### config.mk
export PLATFORM = sky130hd
export DESIGN_NAME = i2c_master_transaction_engine_top
export DESIGN_NICKNAME = d
export VERILOG_FILES = /design/src/i2cm_pkg.sv /design/src/i2cm_seq.sv /design/src/i2c_master_transaction_engine_top.sv
export SDC_FILE = /design/constraint.sdc
export NUM_CORES = 1
export LEC_CHECK = 0
export BUFFER_PORTS_ARGS = -buffer_cell sky130_fd_sc_hd__clkbuf_2
export CAP_MARGIN = 0
export CORE_MARGIN = 8
export CORE_UTILIZATION = 55
export DETAILED_ROUTE_END_ITERATION = 10
export HOLD_SLACK_MARGIN = 0.05
export MAX_ROUTING_LAYER = met4
export PLACE_DENSITY = 0.83
export SYNTH_ARGS = -nofsm -noshare
export SYNTH_HDL_FRONTEND = slang
export SYNTH_SLANG_ARGS = --single-unit
### constraint.sdc
create_clock -name i_clk -period 5.8 [get_ports i_clk]
set_input_delay 1.16 -clock i_clk [delete_from_list [all_inputs] [get_ports i_clk]]
set_output_delay 1.16 -clock i_clk [all_outputs]
set_load 0.02 [all_outputs]
### src/i2cm_pkg.sv
// Shared types and constants for the I2C master transaction engine.
// Used by i2cm_seq and i2c_master_transaction_engine_top; depends on nothing.
`timescale 1ns / 1ps

package i2cm_pkg;

    // Width of the write and read byte counters.
    localparam int COUNT_BITS = 8;

    typedef logic [COUNT_BITS-1:0] t_count;

    // Configuration register indexes.
    typedef enum logic [0:0] {
        CFG_HALF_PERIOD = 1'b0,
        CFG_ACK_POLL    = 1'b1
    } t_cfg_index;

    typedef struct packed {
        logic [15:0] half_period_ticks;
        logic [7:0]  ack_poll_limit;
    } t_cfg;

    typedef struct packed {
        logic       sda_in;
        logic       req_start;
        logic [6:0] dev_addr;
        logic [7:0] write_count;
        logic [7:0] read_count;
        logic       keep_bus;
        logic [7:0] tx_byte;
    } t_in;

    typedef struct packed {
        logic       scl_release;
        logic       sda_release;
        logic       tx_take;
        logic [7:0] rx_byte;
        logic       rx_valid;
        logic       rx_last;
        logic       done_res;
        logic       failed;
        logic       busy_res;
    } t_out;

endpackage

### src/i2cm_seq.sv
// Bus sequencer of the I2C master: phase machine, timers, shifters and the result register.
// Depends on i2cm_pkg.
`timescale 1ns / 1ps

module i2cm_seq (
    input  logic          i_clk,
    input  logic          i_rst_n,
    input  logic          i_step,
    input  i2cm_pkg::t_in  i_item,
    input  i2cm_pkg::t_cfg i_cfg,
    output i2cm_pkg::t_out o_res
);

    typedef enum logic [3:0] {
        PH_IDLE      = 4'd0,
        PH_START_A   = 4'd1,
        PH_START_B   = 4'd2,
        PH_START_C   = 4'd3,
        PH_TX_LOW    = 4'd4,
        PH_TX_HIGH   = 4'd5,
        PH_ACK_LOW   = 4'd6,
        PH_ACK_HIGH  = 4'd7,
        PH_RS_A      = 4'd8,
        PH_RX_LOW    = 4'd9,
        PH_RX_HIGH   = 4'd10,
        PH_MACK_LOW  = 4'd11,
        PH_MACK_HIGH = 4'd12,
        PH_STOP_A    = 4'd13,
        PH_STOP_B    = 4'd14,
        PH_STOP_C    = 4'd15
    } t_phase;

    t_phase           r_phase, n_phase;
    logic [15:0]      r_tick, n_tick;
    logic [3:0]       r_bit_index, n_bit_index;
    i2cm_pkg::t_count r_bytes_left, n_bytes_left;
    i2cm_pkg::t_count r_reads_left, n_reads_left;
    logic [7:0]       r_shift, n_shift;
    logic [7:0]       r_poll, n_poll;
    logic [6:0]       r_addr, n_addr;
    logic             r_keep, n_keep;
    logic             r_in_read, n_in_read;
    logic             r_fail, n_fail;
    logic             r_bus_held, n_bus_held;
    i2cm_pkg::t_out   r_res, n_res;

    logic [15:0] w_half;
    logic [16:0] w_tick_inc;
    logic        w_expired;
    logic [15:0] w_tick_next;
    logic [3:0]  w_bit_inc;
    logic [7:0]  w_poll_inc;
    logic [7:0]  w_rx_shift;
    logic        w_last_read;

    // Half-period timer: a zero setting behaves as one tick.
    assign w_half      = (i_cfg.half_period_ticks == 16'd0) ? 16'd1 : i_cfg.half_period_ticks;
    assign w_tick_inc  = {1'b0, r_tick} + 17'd1;
    assign w_expired   = w_tick_inc >= {1'b0, w_half};
    assign w_tick_next = w_expired ? 16'd0 : w_tick_inc[15:0];
    assign w_bit_inc   = r_bit_index + 4'd1;
    assign w_poll_inc  = r_poll + 8'd1;
    assign w_rx_shift  = {r_shift[6:0], i_item.sda_in};

    always_comb begin
        n_phase      = r_phase;
        n_tick       = r_tick;
        n_bit_index  = r_bit_index;
        n_bytes_left = r_bytes_left;
        n_reads_left = r_reads_left;
        n_shift      = r_shift;
        n_poll       = r_poll;
        n_addr       = r_addr;
        n_keep       = r_keep;
        n_in_read    = r_in_read;
        n_fail       = r_fail;
        n_bus_held   = r_bus_held;
        n_res        = '0;

        case (r_phase)
            PH_IDLE: begin
                if (i_item.req_start) begin
                    n_addr       = i_item.dev_addr;
                    n_bytes_left = i2cm_pkg::t_count'(i_item.write_count);
                    n_reads_left = i2cm_pkg::t_count'(i_item.read_count);
                    n_keep       = i_item.keep_bus;
                    n_in_read    = 1'b0;
                    n_fail       = 1'b0;
                    n_tick       = 16'd0;
                    // A held bus starts over with a repeated start.
                    n_phase      = r_bus_held ? PH_RS_A : PH_START_A;
                    n_bus_held   = 1'b0;
                end
            end
            PH_START_A: begin
                n_tick = w_tick_next;
                if (w_expired) n_phase = PH_START_B;
            end
            PH_START_B: begin
                n_tick = w_tick_next;
                if (w_expired) n_phase = PH_START_C;
            end
            PH_START_C: begin
                n_tick = w_tick_next;
                if (w_expired) begin
                    n_shift     = {r_addr, r_in_read};
                    n_bit_index = 4'd0;
                    n_phase     = PH_TX_LOW;
                end
            end
            PH_TX_LOW: begin
                n_tick = w_tick_next;
                if (w_expired) n_phase = PH_TX_HIGH;
            end
            PH_TX_HIGH: begin
                n_tick = w_tick_next;
                if (w_expired) begin
                    n_shift     = {r_shift[6:0], 1'b0};
                    n_bit_index = w_bit_inc;
                    if (w_bit_inc >= 4'd8) begin
                        n_poll  = 8'd0;
                        n_phase = PH_ACK_LOW;
                    end else begin
                        n_phase = PH_TX_LOW;
                    end
                end
            end
            PH_ACK_LOW: begin
                n_tick = w_tick_next;
                if (w_expired) n_phase = PH_ACK_HIGH;
            end
            PH_ACK_HIGH: begin
                // The acknowledge is polled every tick while SCL is released.
                n_tick = 16'd0;
                if (!i_item.sda_in) begin
                    n_bit_index = 4'd0;
                    if (r_in_read) begin
                        n_shift = 8'd0;
                        n_phase = PH_RX_LOW;
                    end else if (r_bytes_left != '0) begin
                        n_shift       = i_item.tx_byte;
                        n_res.tx_take = 1'b1;
                        n_bytes_left  = r_bytes_left - i2cm_pkg::t_count'(1);
                        n_phase       = PH_TX_LOW;
                    end else if (r_reads_left != '0) begin
                        n_in_read = 1'b1;
                        n_phase   = PH_RS_A;
                    end else if (r_keep) begin
                        n_bus_held     = 1'b1;
                        n_res.done_res = 1'b1;
                        n_phase        = PH_IDLE;
                    end else begin
                        n_phase = PH_STOP_A;
                    end
                end else begin
                    n_poll = w_poll_inc;
                    if (w_poll_inc >= i_cfg.ack_poll_limit) begin
                        n_fail  = 1'b1;
                        n_phase = PH_STOP_A;
                    end
                end
            end
            PH_RS_A: begin
                n_tick = w_tick_next;
                if (w_expired) n_phase = PH_START_A;
            end
            PH_RX_LOW: begin
                n_tick = w_tick_next;
                if (w_expired) n_phase = PH_RX_HIGH;
            end
            PH_RX_HIGH: begin
                n_tick = w_tick_next;
                if (w_expired) begin
                    n_shift     = w_rx_shift;
                    n_bit_index = w_bit_inc;
                    if (w_bit_inc >= 4'd8) begin
                        n_res.rx_byte  = w_rx_shift;
                        n_res.rx_valid = 1'b1;
                        n_res.rx_last  = (r_reads_left == i2cm_pkg::t_count'(1));
                        n_phase        = PH_MACK_LOW;
                    end else begin
                        n_phase = PH_RX_LOW;
                    end
                end
            end
            PH_MACK_LOW: begin
                n_tick = w_tick_next;
                if (w_expired) n_phase = PH_MACK_HIGH;
            end
            PH_MACK_HIGH: begin
                n_tick = w_tick_next;
                if (w_expired) begin
                    n_reads_left = r_reads_left - i2cm_pkg::t_count'(1);
                    if (r_reads_left != i2cm_pkg::t_count'(1)) begin
                        n_bit_index = 4'd0;
                        n_shift     = 8'd0;
                        n_phase     = PH_RX_LOW;
                    end else begin
                        n_phase = PH_STOP_A;
                    end
                end
            end
            PH_STOP_A: begin
                n_tick = w_tick_next;
                if (w_expired) n_phase = PH_STOP_B;
            end
            PH_STOP_B: begin
                n_tick = w_tick_next;
                if (w_expired) n_phase = PH_STOP_C;
            end
            PH_STOP_C: begin
                n_tick = w_tick_next;
                if (w_expired) begin
                    n_res.done_res = 1'b1;
                    n_res.failed   = r_fail;
                    n_phase        = PH_IDLE;
                end
            end
            default: begin
                n_tick  = 16'd0;
                n_phase = PH_IDLE;
            end
        endcase

        // Pin levels follow the phase that this tick ends in.
        w_last_read = (n_reads_left == i2cm_pkg::t_count'(1));
        case (n_phase)
            PH_IDLE:      begin n_res.scl_release = ~n_bus_held; n_res.sda_release = 1'b1; end
            PH_START_A:   begin n_res.scl_release = 1'b1; n_res.sda_release = 1'b1; end
            PH_START_B:   begin n_res.scl_release = 1'b1; n_res.sda_release = 1'b0; end
            PH_START_C:   begin n_res.scl_release = 1'b0; n_res.sda_release = 1'b0; end
            PH_TX_LOW:    begin n_res.scl_release = 1'b0; n_res.sda_release = n_shift[7]; end
            PH_TX_HIGH:   begin n_res.scl_release = 1'b1; n_res.sda_release = n_shift[7]; end
            PH_ACK_LOW:   begin n_res.scl_release = 1'b0; n_res.sda_release = 1'b1; end
            PH_ACK_HIGH:  begin n_res.scl_release = 1'b1; n_res.sda_release = 1'b1; end
            PH_RS_A:      begin n_res.scl_release = 1'b0; n_res.sda_release = 1'b1; end
            PH_RX_LOW:    begin n_res.scl_release = 1'b0; n_res.sda_release = 1'b1; end
            PH_RX_HIGH:   begin n_res.scl_release = 1'b1; n_res.sda_release = 1'b1; end
            PH_MACK_LOW:  begin n_res.scl_release = 1'b0; n_res.sda_release = w_last_read; end
            PH_MACK_HIGH: begin n_res.scl_release = 1'b1; n_res.sda_release = w_last_read; end
            PH_STOP_A:    begin n_res.scl_release = 1'b0; n_res.sda_release = 1'b0; end
            PH_STOP_B:    begin n_res.scl_release = 1'b1; n_res.sda_release = 1'b0; end
            default:      begin n_res.scl_release = 1'b1; n_res.sda_release = 1'b1; end
        endcase
        n_res.busy_res = (n_phase != PH_IDLE);
    end

    always_ff @(posedge i_clk) begin
        if (!i_rst_n) begin
            r_phase      <= PH_IDLE;
            r_tick       <= 16'd0;
            r_bit_index  <= 4'd0;
            r_bytes_left <= '0;
            r_reads_left <= '0;
            r_shift      <= 8'd0;
            r_poll       <= 8'd0;
            r_addr       <= 7'd0;
            r_keep       <= 1'b0;
            r_in_read    <= 1'b0;
            r_fail       <= 1'b0;
            r_bus_held   <= 1'b0;
            r_res        <= '0;
        end else if (i_step) begin
            r_phase      <= n_phase;
            r_tick       <= n_tick;
            r_bit_index  <= n_bit_index;
            r_bytes_left <= n_bytes_left;
            r_reads_left <= n_reads_left;
            r_shift      <= n_shift;
            r_poll       <= n_poll;
            r_addr       <= n_addr;
            r_keep       <= n_keep;
            r_in_read    <= n_in_read;
            r_fail       <= n_fail;
            r_bus_held   <= n_bus_held;
            r_res        <= n_res;
        end
    end

    assign o_res = r_res;

    // A failure is only ever reported together with the end of a transaction.
    a_fail_with_done: assert property (@(posedge i_clk) disable iff (!i_rst_n)
        r_res.failed |-> r_res.done_res && !r_res.busy_res)
        else $error("failure reported without transaction end");

    // A fetched transmit byte always starts a new data bit.
    a_take_enters_tx: assert property (@(posedge i_clk) disable iff (!i_rst_n)
        r_res.tx_take |-> (r_phase == PH_TX_LOW) && (r_bit_index == 4'd0))
        else $error("tx byte taken outside a fresh transmit byte");

    // A received byte is followed by the master acknowledge clock.
    a_rx_enters_mack: assert property (@(posedge i_clk) disable iff (!i_rst_n)
        r_res.rx_valid |-> (r_phase == PH_MACK_LOW) && (r_bit_index == 4'd8))
        else $error("rx byte delivered outside master acknowledge");

    // Without a request the idle sequencer stays idle.
    a_idle_holds: assert property (@(posedge i_clk) disable iff (!i_rst_n)
        (i_step && (r_phase == PH_IDLE) && !i_item.req_start) |=> (r_phase == PH_IDLE))
        else $error("sequencer left idle without a request");

endmodule

### src/i2c_master_transaction_engine_top.sv
// Top level of the I2C master transaction engine: request handshakes and configuration.
// Depends on i2cm_pkg and i2cm_seq.
`timescale 1ns / 1ps

// Usage:
// Each request on the input channel is one bus timing tick. It carries the sampled
// SDA level, the transaction request fields (start, address, counts, keep-bus) and
// the next byte to transmit. For every accepted request the block delivers exactly
// one result request on the output channel: the SCL and SDA release levels after
// that tick, the tx_take, received-byte, done, failure and busy flags.
// Both channels use valid and stall; a request moves at a clock edge with valid high
// and stall low. A result appears in the cycle after its request is accepted; while the
// receiver does not stall, a new request can be accepted every cycle, so the sustained
// rate is one tick per clock. o_out_data comes from a single register stage. When the
// receiver stalls, the result register holds its value and the input stall follows the
// output stall only while a result is waiting, so no result is lost. The user must write
// configuration (half period, acknowledge poll limit) through i_cfg_we, i_cfg_index and
// i_cfg_data only while the engine is idle, which the block does not enforce. The
// synchronous, active-low reset returns the sequencer to idle with no bus held, empties
// the result register and restores the default half period of 50 and poll limit of 11.

module i2c_master_transaction_engine_top (
    input  logic           i_clk,
    input  logic           i_rst_n,
    input  logic           i_in_valid,
    output logic           o_in_stall,
    input  i2cm_pkg::t_in  i_in_data,
    output logic           o_out_valid,
    input  logic           i_out_stall,
    output i2cm_pkg::t_out o_out_data,
    input  logic           i_cfg_we,
    input  logic [0:0]     i_cfg_index,
    input  logic [15:0]    i_cfg_data
);

    i2cm_pkg::t_cfg r_cfg;
    logic           r_out_valid;
    logic           w_in_accept;

    // The sequencer steps once per accepted tick; the next tick may enter while the
    // previous result is being taken.
    assign o_in_stall  = r_out_valid & i_out_stall;
    assign w_in_accept = i_in_valid & ~o_in_stall;
    assign o_out_valid = r_out_valid;

    always_ff @(posedge i_clk) begin
        if (!i_rst_n) begin
            r_out_valid <= 1'b0;
        end else if (w_in_accept) begin
            r_out_valid <= 1'b1;
        end else if (!i_out_stall) begin
            r_out_valid <= 1'b0;
        end
    end

    always_ff @(posedge i_clk) begin
        if (!i_rst_n) begin
            r_cfg.half_period_ticks <= 16'd50;
            r_cfg.ack_poll_limit    <= 8'd11;
        end else if (i_cfg_we) begin
            case (i2cm_pkg::t_cfg_index'(i_cfg_index))
                i2cm_pkg::CFG_HALF_PERIOD: r_cfg.half_period_ticks <= i_cfg_data;
                i2cm_pkg::CFG_ACK_POLL:    r_cfg.ack_poll_limit    <= i_cfg_data[7:0];
                default: ;
            endcase
        end
    end

    i2cm_seq u_seq (
        .i_clk   (i_clk),
        .i_rst_n (i_rst_n),
        .i_step  (w_in_accept),
        .i_item  (i_in_data),
        .i_cfg   (r_cfg),
        .o_res   (o_out_data)
    );

endmodule
# Word level (Yosys, flattened, before mapping)

Cells that the tools add are included.

Add/subtract/negate cells: 5
$lt $le $gt $ge: 3
Reduce and logical (&&, ||, !) cells: 25
Bitwise operators: 5
Eq/ne operators: 44
Mux-type cells: 91

Operators by type and width:

| operator                                                                 | number |
|---|---|
| 8-bit two-way mux                                                        | 17 |
| 4-bit two-way mux                                                        | 27 |
| 4-bit one-hot mux with 16 select lines                                   | 1 |
| 4-bit equality test (second input constant)                              | 14 |
| 16-bit two-way mux                                                       | 3 |
| 16-bit one-hot mux with 3 select lines                                   | 1 |
| 8-bit one-hot mux with 2 select lines                                    | 3 |
| 8-bit one-hot mux with 5 select lines                                    | 1 |
| 10-bit two-way mux                                                       | 3 |
| 4-bit by 3-bit equality test with 1-bit output (second input constant)   | 7 |
| 1-bit two-way mux                                                        | 25 |
| 2-bit by 1-bit inequality test with 1-bit output (second input constant) | 10 |
| 16-bit by 1-bit adder with 17-bit output (second input constant)         | 1 |
| 17-bit by 16-bit >= comparator with 1-bit output                         | 1 |
| 4-bit by 2-bit equality test with 1-bit output (second input constant)   | 4 |
| 8-bit by 1-bit equality test with 1-bit output (second input constant)   | 2 |
| 16-bit logical NOT                                                       | 1 |
| 2-bit one-hot mux with 8 select lines                                    | 1 |
| 4-bit one-hot mux with 4 select lines                                    | 1 |
| 8-bit nonzero test                                                       | 2 |
| 8-bit by 1-bit subtractor with 8-bit output (second input constant)      | 2 |
| 14-bit OR reduction                                                      | 1 |
| 5-bit AND reduction                                                      | 2 |
| 9-bit AND reduction                                                      | 1 |
| 24 further kinds                                                         | 42 |

Word-level logic and storage cells: 198
Output and inout port bits: 18
Input bits: 56
Bits in registers: 108

# Longest topological paths before layout

Depth after elaboration: 9
Gate-level depth with buffers: 17

# Hierarchy

A second synthesis with hierarchy kept.

Cells, all modules: 839
Area, all modules: 6481.2 µm²

By module, submodules not included:

| module                            | area each (µm²) | times used | cells each | sequential area each (µm²) |
|---|---|---|---|---|
| i2cm_seq                          | 5475.3          | 1          | 731        | 1661.6 |
| i2c_master_transaction_engine_top | 1006.0          | 1          | 108        | 500.5 |

# Least setup slack after synthesis

No wires, ideal clock.

Path type: reg2reg
From: register u_seq.r_tick[0]
To: register u_seq.r_res (netlist bit u_seq.o_res[14])
Clock period less this slack: 3.453 ns
Slack: 2.347 ns
Buffers on the path: 0
Stages on the path, launching flop included: 15
Arrival time: 3.326 ns
Library setup time: 0.127 ns
Path through: dfxtp_1 > ha_1 > nand3_2 > nor2_1 > nand3_1 > xnor2_1 > ha_1 > nand3_1 > nor3_1 > o21a_1 > nor2_2 > a2111oi_4 > o311ai_1 > a221oi_1 > a31oi_1

Longest elaborated chain between the ends: 7
Elaborated cells on any way between the ends: 41
Those cells by class: add/sub: 1; order compare: 1; eq/ne: 12; mux: 23; reduce/logical: 4

Ends and longest elaborated chain:

| what                                                                         | line            | source |
|---|---|---|
| start, declared                                                              | i2cm_seq.sv:34  | `logic [15:0] r_tick, n_tick;` |
| start signal, assigned                                                       | i2cm_seq.sv:265 | `r_tick <= n_tick;` |
| 16-bit by 1-bit adder with 17-bit output *                                   | i2cm_seq.sv:58  | `assign w_tick_inc = {1'b0, r_tick} + 17'd1;` |
| 17-bit by 16-bit >= comparator with 1-bit output *                           | i2cm_seq.sv:59  | `assign w_expired = w_tick_inc >= {1'b0, w_half};` |
| 4-bit two-way mux, or another cell as far along                              | i2cm_seq.sv:213 | `if (w_expired) begin` |
| 4-bit one-hot mux with 16 select lines                                       | i2cm_seq.sv:80  | `case (r_phase)` |
| 4-bit by 3-bit equality test with 1-bit output, or another cell as far along | i2cm_seq.sv:227 | `case (n_phase)` |
| 3-bit OR reduction (no line) / 2-bit OR reduction (equally long branches)    | -               |  |
| 2-bit one-hot mux with 8 select lines *                                      | i2cm_seq.sv:227 |  |
| end signal, assigned                                                         | i2cm_seq.sv:276 | `r_res <= n_res;` |
| end, declared                                                                | i2cm_seq.sv:45  | `i2cm_pkg::t_out r_res, n_res;` |

Every way passes the cells marked *; elsewhere a longest branch is shown, timed or not. The select of a mux whose other input is x is not followed.
A chain may end at the register's enable or synchronous reset.

# Worst setup path after layout

From: register u_seq.r_tick[0]
To: register u_seq.r_poll[7]

Longest elaborated chain between the ends: 4

Ends and longest elaborated chain:

| what                                                       | line            | source |
|---|---|---|
| 16-bit by 1-bit adder with 17-bit output                   | i2cm_seq.sv:58  |  |
| 17-bit by 16-bit >= comparator with 1-bit output           | i2cm_seq.sv:59  |  |
| 2-bit by 1-bit inequality test with 1-bit output (no line) | -               |  |
| 5-bit AND reduction (no line)                              | -               |  |
| end signal, assigned                                       | i2cm_seq.sv:270 | `r_poll <= n_poll;` |
| end, declared                                              | i2cm_seq.sv:39  | `logic [7:0] r_poll, n_poll;` |

No other way between the ends.

==> flow_metrics.py <==
metrics = {
    "outcome": {
        "status": "completed",
    },
    "yosys": {
        "yosysWarnings": 0,
        "synth_cells": 826,
        "ys_top_cells_by_count": "112 x nor2_1, 111 x nand2_1, 108 x dfxtp_1",
        "syn-cell-area_um2": 6450,
        "syn_avg_cell_area_um2": 7.81,
        "yosysMostFrequentCell": "nor2_1",
        "async_flop_share_pct": 0,
        "synth_top_area_cell": "dfxtp_1",
        "yosysSeqAreaShare_pct": 33.5,
        "ys_ff_latch": 108,
        "synth_top_area_share_pct": 33.5,
        "yosysUniqueCellTypes": 86,
        "synth_nets": 913,
        "synthTopCellsByArea": "dfxtp_1 34%, nor2_1 6.5%, nand2_1 6.5%",
        "synthFlopType": "dfxtp_1",
        "synth_edf_count": 0,
    },
    "route": {
        "wirelength_um": 17100,
        "vias": 6179,
        "wl_per_cell_um": 16.8,
        "route.detailed.drc": 0,
        "drt-pass1-iter-count": 9,
        "vias_per_cell": 6.08,
        "drt_iter0_drc": 723,
        "ant_nets": 0,
    },
    "grt": {
        "grt_max_degree": 52,
        "first_global_vias": 5800,
        "antenna_found_initial": 0,
        "track_usage_pct": 21.7,
        "grt_overflow": 0,
        "grt_pass1_wl_um": 27800,
    },
    "sta": {
        "post-route-min-period_ns": 4.27,
        "drv_slew": 0,
        "skew_ns": 0.0127,
        "tns_ns": 0,
        "timing.fmax_mhz": 234,
        "slew-limit-headroom_pct": 22.2,
        "timing.final.crit_share_pct": 73.6,
        "setup_ws_ns": 1.53,
        "worstMarginPinSlew_ns": 1.16,
        "rsz0062_at_grt": "no",
        "final_hold_viol_count": 0,
        "finalSetupViolations": 0,
    },
    "clocking": {
        "cts_buffers": 9,
        "cts.sinks": 108,
        "insertion_delay_ns": 0.37,
        "cts_resized": 0,
        "cts_tree": "built",
        "ctsHoldBuffers": 0,
        "clk_pin_slew_ns": 0.08,
        "cts-root-buf": "clkbuf_16",
        "htree_num_levels": 3,
        "postCtsSetupRepairBufs": 0,
        "clock_path_buffers": 2,
    },
    "placement": {
        "post-place-ws_ns": 1.63,
        "dp_hpwl_um": 12200,
        "place_congestion": 0.925,
        "io_buffers": 73,
        "postPlaceCellArea_um2": 6790,
    },
    "hold_path": {
        "min_path_type": "reg2reg",
    },
    "critical_path": {
        "crit_arrival_ns": 4.57,
        "end_kind": "register",
        "critPathKind": "reg2reg",
        "worstPathRequired_ns": 6.10,
        "crit_fanout": 17,
        "start_kind": "register",
    },
    "power": {
        "vdd_ir_drop_max_v": 0.000259,
        "leakage_uw": 0.00280,
        "power_density_nw_per_um2": 240,
        "total_power_uw": 1700,
    },
    "job": {
        "drv_cap": 0,
    },
    "cells_and_area": {
        "filler_cell_count": 1057,
        "regArea_um2": 2160,
        "final_layout_size_suffix_gt1_share_pct": 15.9,
        "diodes": 0,
        "finalInstanceArea_um2": 7070,
        "area_growth_pct": 9.48,
        "multiInputGateArea_um2": 3920,
        "nets": 956,
    },
    "floorplan": {
        "start_util_pct": 56.5,
        "io_pins": 74,
        "dieArea_um2": 15500,
        "dieHeight_um": 124,
        "core_um2": 11400,
        "std_cell_rows": 39,
        "die-width_um": 124,
    },
}
metal layers:
metal | GRT usage [%] | part of all wire, % | vias up
met5 | - | 0 | -
met4 | 8.36 | 2.1 | 0
met3 | 4.47 | 6.4 | 41
met2 | 34.1 | 47 | 235
met1 | 26.8 | 45 | 2864
li1 | - | - | 3039
final cells by class:
class                   instances  share of cell area (%)
multi-input cells             636                    55.4
flip-flops and latches        108                    30.6
repair buffers                 75                    5.38
clock buffers                  11                    3.44
well taps                     143                    2.53
inverters                      39                    2.07
clock inverters                 5                   0.531
final timing paths:
| path | from | end | slack (ns) | depth (start not counted) |
|---|---|---|---|---|
| worst max-delay path | u_seq.r_tick[0] | u_seq.r_poll[7] | 1.53 | 15 |
| worst min-delay path | u_seq.r_addr[4] | u_seq.r_addr[4] | 0.46 | 2 |
| worst max register to register | u_seq.r_tick[0] | u_seq.r_poll[7] | 1.53 | 15 |
| worst min register to register | u_seq.r_addr[4] | u_seq.r_addr[4] | 0.46 | 2 |
critical path: stages (launching register included):
cell	delay (ns)
dfxtp_1	0.43
ha_1	0.23
nand3_2	0.17
nor2_1	0.25
nand3_1	0.12
xnor2_1	0.22
ha_1	0.28
nand3_1	0.14
o211ai_1	0.13
nor2_1	0.25
nand2_1	0.20
nor2_2	0.73
nor2_1	0.14
o2111ai_2	0.44
mux2_2	0.39
nor2_1	0.08
where the power goes:
group	total (uW)	internal, uW	switching [uW]
clock network	590	304	286
logic	300	111	189
registers	806	768	37.7
total	1700	1180	512
registers in the layout, summed over array words and instances (netlist names):
register	flops
r_cfg	24
u_seq.r_keep	1
u_seq.o_res	16
u_seq.r_poll	8
u_seq.r_tick	16
u_seq.r_bus_held	1
u_seq.r_addr	7
u_seq.r_in_read	1
u_seq.r_shift	8
u_seq.r_bit_index	4
u_seq.r_bytes_left	8
u_seq.r_fail	1
u_seq.r_reads_left	8
o_out_valid	1
u_seq.r_phase	4
placed cells by master (no fill, tap or decap), types with 4 or more instances in the layout:
cell and instances:
ha_1 31, o22ai_1 5, nand3_1 21, dfxtp_1 108
nand2b_1 4, or2_2 6, a21o_1 4, o21ai_0 19
a211oi_1 25, nand2_1 111, a22oi_1 36, nor3_1 27
mux2i_1 4, inv_1 36, nor2_1 112, clkbuf_2 73
and2_1 7, and3_1 6, nor2b_1 4, clkbuf_16 9
a31oi_1 9, nand4_1 6, xor2_1 10, nor4_1 8
a21oi_1 82, o211ai_1 9, xnor2_1 13
cells by family after synthesis:
logic type,Yosys count,share of synthesized area (%)
AOI/OAI and AO/OA,228,24.0
xor gates and xnor gates,23,3.12
adders and majority gates,31,6.01
buffers and inverters,82,5.80
DFF,108,33.5
muxes,5,0.795
and+or+nand+nor,349,26.8
through the flow:
step | util, % | cells | hold WS [ns]
6_report | 61.9 | 1017 | 0.461
5_1_grt | 61.9 | 1017 | 0.487
4_1_cts | 61.9 | 1017 | 0.464
3_5_place_dp | 59.4 | 1001 | 0.451
3_3_place_gp | 59.4 | 1001 | 0.447
2_1_floorplan | - | 826 | 0.436
Power figures use the tool's default switching activity.
